$ cat config.mk
export PLATFORM = sky130hd
export DESIGN_NAME = swt_chain
export DESIGN_NICKNAME = d
export VERILOG_FILES = /design/src/sv/swt_pkg.sv /design/src/sv/swt_cell.sv /design/src/sv/swt_chain.sv
export SDC_FILE = /design/constraint.sdc
export NUM_CORES = 2
export LEC_CHECK = 0
export BUFFER_PORTS_ARGS = -buffer_cell sky130_fd_sc_hd__buf_2
export CAP_MARGIN = 20
export CORE_MARGIN = 1.5
export CORE_UTILIZATION = 35
export CTS_CLUSTER_DIAMETER = 40
export DETAILED_ROUTE_END_ITERATION = 10
export PLACE_DENSITY = 0.48
export SETUP_SLACK_MARGIN = 0.02
export SLEW_MARGIN = 5
export SYNTH_ARGS = -nofsm -noshare
export SYNTH_HDL_FRONTEND = slang
export SYNTH_SLANG_ARGS = --single-unit
$ cat constraint.sdc
create_clock -name clk_i -period 4.1 [get_ports clk_i]
set_clock_uncertainty 0.15 [all_clocks]
set_input_delay 0.41 -clock clk_i [delete_from_list [all_inputs] [get_ports clk_i]]
set_output_delay 0.41 -clock clk_i [all_outputs]
set_load 0.01 [all_outputs]
$ cat src/sv/swt_pkg.sv
// Types and constants of the sorted wake-up timer queue.
`timescale 1ns / 1ps

package swt_pkg;

  localparam int Tasks     = 16;
  localparam int MaxWoken  = 16;
  localparam int CntW      = $clog2(MaxWoken);

  typedef enum logic [1:0] {
    OP_SLEEP  = 2'd0,
    OP_CANCEL = 2'd1,
    OP_ALARM  = 2'd2,
    OP_NONE   = 2'd3
  } swt_op_e;

  typedef enum logic [1:0] {
    STATUS_OK       = 2'd0,
    STATUS_FULL     = 2'd1,
    STATUS_DUP      = 2'd2,
    STATUS_NOTFOUND = 2'd3
  } swt_status_e;

  typedef enum logic [1:0] {
    CMD_HOLD   = 2'd0,
    CMD_INSERT = 2'd1,
    CMD_REMOVE = 2'd2,
    CMD_POP    = 2'd3
  } swt_cmd_e;

  typedef struct packed {
    logic [1:0]  operation;
    logic [3:0]  task_id;
    logic [63:0] now_time;
    logic [63:0] duration;
  } swt_in_t;

  typedef struct packed {
    logic        woken_valid;
    logic [3:0]  woken_task;
    logic        last;
    logic        alarm_armed;
    logic [63:0] alarm_time;
    swt_status_e status;
  } swt_out_t;

  typedef struct packed {
    logic        valid;
    logic [3:0]  task_id;
    logic [63:0] wake;
  } swt_slot_t;

  typedef struct packed {
    swt_cmd_e    cmd;
    logic [3:0]  task_id;
    logic [63:0] wake;
  } swt_ctl_t;

endpackage

$ cat src/sv/swt_cell.sv
// One slot of the sorted chain: holds an entry and trades it with its neighbours.
`timescale 1ns / 1ps

module swt_cell (
  input  logic              clk_i,
  input  logic              rst_ni,
  input  swt_pkg::swt_ctl_t ctl_i,
  input  swt_pkg::swt_slot_t left_i,
  input  logic              left_after_i,
  input  logic              left_hit_i,
  input  swt_pkg::swt_slot_t right_i,
  output swt_pkg::swt_slot_t slot_o,
  output swt_pkg::swt_slot_t slot_d_o,
  output logic              after_o,
  output logic              hit_o
);
  import swt_pkg::*;

  swt_slot_t slot_q, slot_d;

  // Entry wakes strictly later than the new one, or slot is empty.
  assign after_o = !slot_q.valid || (slot_q.wake > ctl_i.wake);
  // Matching task here or somewhere to the left.
  assign hit_o   = left_hit_i || (slot_q.valid && (slot_q.task_id == ctl_i.task_id));

  always_comb begin
    slot_d = slot_q;
    case (ctl_i.cmd)
      CMD_INSERT: begin
        if (left_after_i) begin
          slot_d = left_i;
        end else if (after_o) begin
          slot_d = '{valid: 1'b1, task_id: ctl_i.task_id, wake: ctl_i.wake};
        end
      end
      CMD_REMOVE: begin
        if (hit_o) begin
          slot_d = right_i;
        end
      end
      CMD_POP: slot_d = right_i;
      default: slot_d = slot_q;
    endcase
  end

  always_ff @(posedge clk_i or negedge rst_ni) begin
    if (!rst_ni) begin
      slot_q <= '0;
    end else begin
      slot_q <= slot_d;
    end
  end

  assign slot_o   = slot_q;
  assign slot_d_o = slot_d;

endmodule

$ cat src/sv/swt_chain.sv
// Row of queue cells, head at index zero.
`timescale 1ns / 1ps

module swt_chain (
  input  logic               clk_i,
  input  logic               rst_ni,
  input  swt_pkg::swt_ctl_t  ctl_i,
  output swt_pkg::swt_slot_t head_o,
  output swt_pkg::swt_slot_t second_o,
  output swt_pkg::swt_slot_t head_d_o,
  output logic               full_o,
  output logic               found_o
);
  import swt_pkg::*;

  swt_slot_t slot_q_w [Tasks];
  swt_slot_t slot_d_w [Tasks];
  logic      after_w  [Tasks];
  logic      hit_w    [Tasks];

  for (genvar i = 0; i < Tasks; i++) begin : g_cell
    swt_slot_t left_w, right_w;
    logic      left_after_w, left_hit_w;

    if (i == 0) begin : g_first
      assign left_w       = '0;
      assign left_after_w = 1'b0;
      assign left_hit_w   = 1'b0;
    end else begin : g_mid
      assign left_w       = slot_q_w[i-1];
      assign left_after_w = after_w[i-1];
      assign left_hit_w   = hit_w[i-1];
    end

    if (i == Tasks - 1) begin : g_last
      assign right_w = '0;
    end else begin : g_inner
      assign right_w = slot_q_w[i+1];
    end

    swt_cell u_cell (
      .clk_i        (clk_i),
      .rst_ni       (rst_ni),
      .ctl_i        (ctl_i),
      .left_i       (left_w),
      .left_after_i (left_after_w),
      .left_hit_i   (left_hit_w),
      .right_i      (right_w),
      .slot_o       (slot_q_w[i]),
      .slot_d_o     (slot_d_w[i]),
      .after_o      (after_w[i]),
      .hit_o        (hit_w[i])
    );
  end

  assign head_o   = slot_q_w[0];
  assign second_o = slot_q_w[1];
  assign head_d_o = slot_d_w[0];
  assign full_o   = slot_q_w[Tasks-1].valid;
  assign found_o  = hit_w[Tasks-1];

endmodule

# [Yosys cells after proc, flatten, opt, wreduce, memory -nomap -nowiden]
# Index checks and enable logic that the tools add are counted.
[word_totals] regBits=1104 latchBits=0 mem_bits_rw=0 rom_bits=0 in_bits=72 word_cells=255 memories=0
[op_classes] add_sub_neg=0 n_mul=0 div_mod_pow=0 n_lt_le_gt_ge=16 n_eq_ne=49 shift=0 mux=63 bitwise_logic=0 n_reduce_logical=79
[ops] op="69-bit one-hot mux with 3 select lines" n=16
[ops] op="69-bit two-way mux" n=47
[ops] op="64-bit > comparator" n=16
[ops] op="4-bit equality test" n=16
[ops] op="3-bit AND reduction" n=15
[ops] op="3-bit by 1-bit inequality test with 1-bit output, second input constant" n=13
[ops] op="1-bit logical OR" n=31
[ops] op="2-bit by 1-bit inequality test with 1-bit output, second input constant" n=14
[ops] op="1-bit logical AND" n=16
[ops] op="1-bit zero test" n=16
[ops] op="3-bit by 2-bit inequality test with 1-bit output, second input constant" n=2
[ops] op="2-bit equality test, second input constant" n=2
[ops] op="3-bit nonzero test" n=1
[ops] op="2-bit by 1-bit equality test with 1-bit output, second input constant" n=1
[ops] op="2-bit inequality test, second input constant" n=1

# [Logic depth before layout (Yosys ltp)]
[depth] ltp_word=19 ltp_mapped=17 depth_no_buf=11

# [By module]
# Synthesis repeated with hierarchy kept, for this count alone.
[hier_totals] hier_cells=10137 hier_area_um2=85893.6
[modules_own_cells] mod="swt_cell (g_cell[0].u_cell ...)" instances=14 cells_per_inst=631 area_each_um2=5327.6
[modules_own_cells] mod="swt_cell (g_cell[8].u_cell ...)" instances=2 cells_per_inst=651 area_each_um2=5651.7
[modules_own_cells] mod="swt_chain" instances=1 cells_per_inst=1 area_each_um2=3.8

# [Worst setup path before layout]
# Ideal clock, no wire load.
[synth_timing] path_type="input -> output" start="input ctl_i[29] (netlist name)" end="output head_d_o[48] (netlist name)" t_arrival_ns=3.894 required_time_ns=3.540 setup_slack_ns=-0.354 stages=16 cell_sequence="clkbuf_1 -> clkbuf_1 -> inv_1 -> ha_1 -> a21o_1 -> a21o_1 -> a221o_1 -> a2111o_1 -> a32oi_1 -> a21oi_1 -> buf_2 -> nand2_1 -> buf_2 -> clkbuf_1 -> o22ai_1 -> nor2_1"
[synth_rtl] item="from (decl)" line_no="swt_chain.sv:7" rtl="input swt_pkg::swt_ctl_t ctl_i,"
[synth_rtl] item="to (decl)" line_no="swt_chain.sv:10" rtl="output swt_pkg::swt_slot_t head_d_o,"

==> impl_metrics.toml <==
[critical_path]
critPathTopFamily = "compound AO/OA/AOI/OAI gates"
crit_fanout = 5
worstSetupStartpoint = "g_cell[0].u_cell.slot_o[27]"
worstPathCellList = "buf_12, ha_1, a21oi_1, o21ai_1, a221o_2, a2111o_2, a32oi_2, a21oi_4, a2bb2oi_4, buf_12, buf_12, buf_16, buf_6, nor2_4, nor2_4, buf_6"
reg2reg_to = "g_cell[1].u_cell.slot_o[36]"
arrival_ps = 4620
rr_worst_depth = 21
start_kind = "flip-flop"
reg2reg_slack_ps = -970
critPathKind = "reg -> out"
r2r_start = "g_cell[0].u_cell.slot_o[27]"
slowest_delay_ps = 600
crit_top_cell = "buf_12"
cp.required_ps = 3540
worst_path_max_delay_cell = "a2111o_2"
cp-end-kind = "primary output"
critPathBufInv = 6

[floorplan]
start_util_pct = 35.3
fp.coreArea_sq_um = 249000
rows = 183
die_x_um = 505
ios = 281
die_h_um = 505
dieArea_sq_um = 255000

[sta]
fmaxAchievable_mhz = 193
setup_violations = 142
hold_viol_final = 0
fin_crit_sh_pct = 126
maxSlewViolCount = 0
relSlewSlack_pct = 25.5
fin_crit_ps = 5180
max_slew.worst_pin.slew_ps = 1090
setup_ws_ps = -1080
rsz0062_at_grt = "yes"

[run_status]
violations = "setup timing"
outcome = "finished, violations left"

[cells_and_area]
area_delta_synth_final_pct = 34.1
largest_reg_flops = 1104
drive_gt1_share_pct = 26.9
seqCellArea_sq_um = 27600
final_common_cell = "nand2_1"
multi_input_area_sq_um = 59200
fin_nets = 12300
layout_common_cells = "nand2_1, dfrtp_1, buf_4"
final_util_pct = 47.4
n_fill_cell = 23500

[route]
routed_wl_um = 398000
drc = 0
vias = 85800
drtIter0Drc = 7319
wire_per_inst_um = 27.0
postRouteAntennaNets = 0
vias_per_cell = 5.83
dr.pass1.iters = 8

[worst_hold_path]
hp-class = "in -> reg"
min_from = "ctl_i[0]"
min_delay_path_depth = 5
holdPathEnd = "g_cell[12].u_cell.slot_o[0]"

[yosys]
syn_area_per_cell_sq_um = 8.86
synth_edf_count = 0
ys_types = 85
ys_seq_area_share_pct = 31.4
syn_inst = 9939
synth_seq_cells = 1104
yosys_warnings = 0
async_flop_share_pct = 100
synth_ff_type = "dfrtp_1"
syn_nets = 11000
synth_area_sq_um = 88100

[placed_design]
dpl.hpwl_um = 283000
gp_congestion = 0.926
port_buffers = 280
post-place-ws_ps = -1140

[clock_tree]
clk_latency_ps = 990
cts.sinks = 1104
clockBufferDepth = 4
cts_buffers = 295
clk_pin_slew_ps = 50
cts_tree = "built"
clock-root-buffer = "clkbuf_16"
htreeDepth = 5

[global_routing]
top_usage_layer = "met2"
grt_pass1_wl_um = 573000
grt_max_degree = 205
gr-usage-met3_pct = 5.29
first_global_vias = 85500
grt_overflow = 0
grtUsageMet1_pct = 39.2
grtUsageTotal_pct = 29.6
met2_usage_pct = 47.0
grt_antenna_before_repair = 21

[pwr]
peakVddDrop_mv = 0.551
p_leak_nw = 58.5
power_density_nw_per_um2 = 751

[flow_run]
maxCapViolations = 0
[how the worst max path moves through the flow]
stage | to | cells past startpoint
finish | head_d_o[38] | 16
detailed placement | g_cell[15].u_cell.slot_o[54] | 14
CTS | head_d_o[21] | 19
global placement | g_cell[9].u_cell.slot_o[27] | 17
floorplan | g_cell[7].u_cell.slot_o[53] | 15
global route | head_d_o[8] | 19
[kinds of logic (layout without fill, tap and decap cells)]
group           Yosys count  count (layout)  synth area share [%]
fa+ha+maj              1024            1024                  14.5
xor+xnor                 64              64                 0.636
other cells               0               8                     0
simple gates           2957            2957                  14.5
buf+inv                 917            2370                  4.32
flops                  1104            1104                  31.4
mux                    1381            1381                  16.5
compound gates         2492            2492                  18.2
[routing by layer]
layer	up-vias	part of all wire (%)	routed length [um]
met4	8	4.7	18600
li1	39300	-	-
met3	754	7.6	30000
met2	3138	45	180000
met5	-	0.014	55
met1	42600	43	169000
[where the power goes]
part           switching, mW  internal, mW  total (mW)
sequential              6.11          15.7        21.8
clock                   7.45          16.8        24.3
combinational           22.5          20.1        42.7
[tightest hold or removal path, delay by kind of cell]
family,cells,cell delay [ps]
AND/OR/NAND/NOR,1,70
buffers and inverters,2,420
AO/OA/AOI/OAI,2,220
[timing repair]
action                                   CTS  global route
pin swaps                                 88           120
hold buffers                              72             0
endpoints found under the setup margin  1146           865
gates resized for setup                  233           348
buffers inserted                          58            73
cloned                                    15            29
endpoints found under the hold margin   1278             0
[through the flow]
stage	power, mW	TNS, ps	instance area [sq um]	hold slack, ps	std cells
floorplan	42.4	0	88100	-35.6	9939
global placement	59.2	-856460	102000	223	14000
detailed placement	60.3	-691130	102000	224	14000
CTS	86.6	-109200	115000	31.0	14600
global route	93.8	-144760	118000	72.2	14700
finish	88.7	-130070	118000	65.4	14700
[cell usage after synthesis (12+ instances only)]
master	n	area share, %
nand2b_1	20	0.14
mux2_2	528	6.7
mux2_1	31	0.40
nor4_1	44	0.31
o22ai_1	72	0.51
a221oi_1	42	0.42
buf_4	19	0.16
nand4_1	192	1.4
a211oi_1	466	4.0
a31oi_1	12	0.085
xnor2_1	16	0.16
o41ai_1	191	1.9
o211ai_1	21	0.18
o21ai_0	621	3.5
nor3_1	256	1.5
nand3_1	159	0.90
buf_1	27	0.12
buf_2	192	1.1
a21o_1	316	2.7
a21oi_1	611	3.5
nor2b_1	33	0.23
dfrtp_1	1104	31
nor2_1	1001	4.3
nand2_1	1157	4.9
xor2_1	48	0.48
mux2i_1	822	9.3
ha_1	1024	15
and4_1	36	0.36
clkbuf_1	545	2.3
inv_1	125	0.53
[final cells by class]
type	count	share of cell area, %
inverters	127	0.410
multi-input cells	7918	50.1
well taps	3330	3.53
repair buffers	1733	14.0
clock inverters	130	1.60
flip-flops and latches	1104	23.4
diodes	8	0.0170
clock buffers	380	7.00
Power figures use the tool's default switching activity.
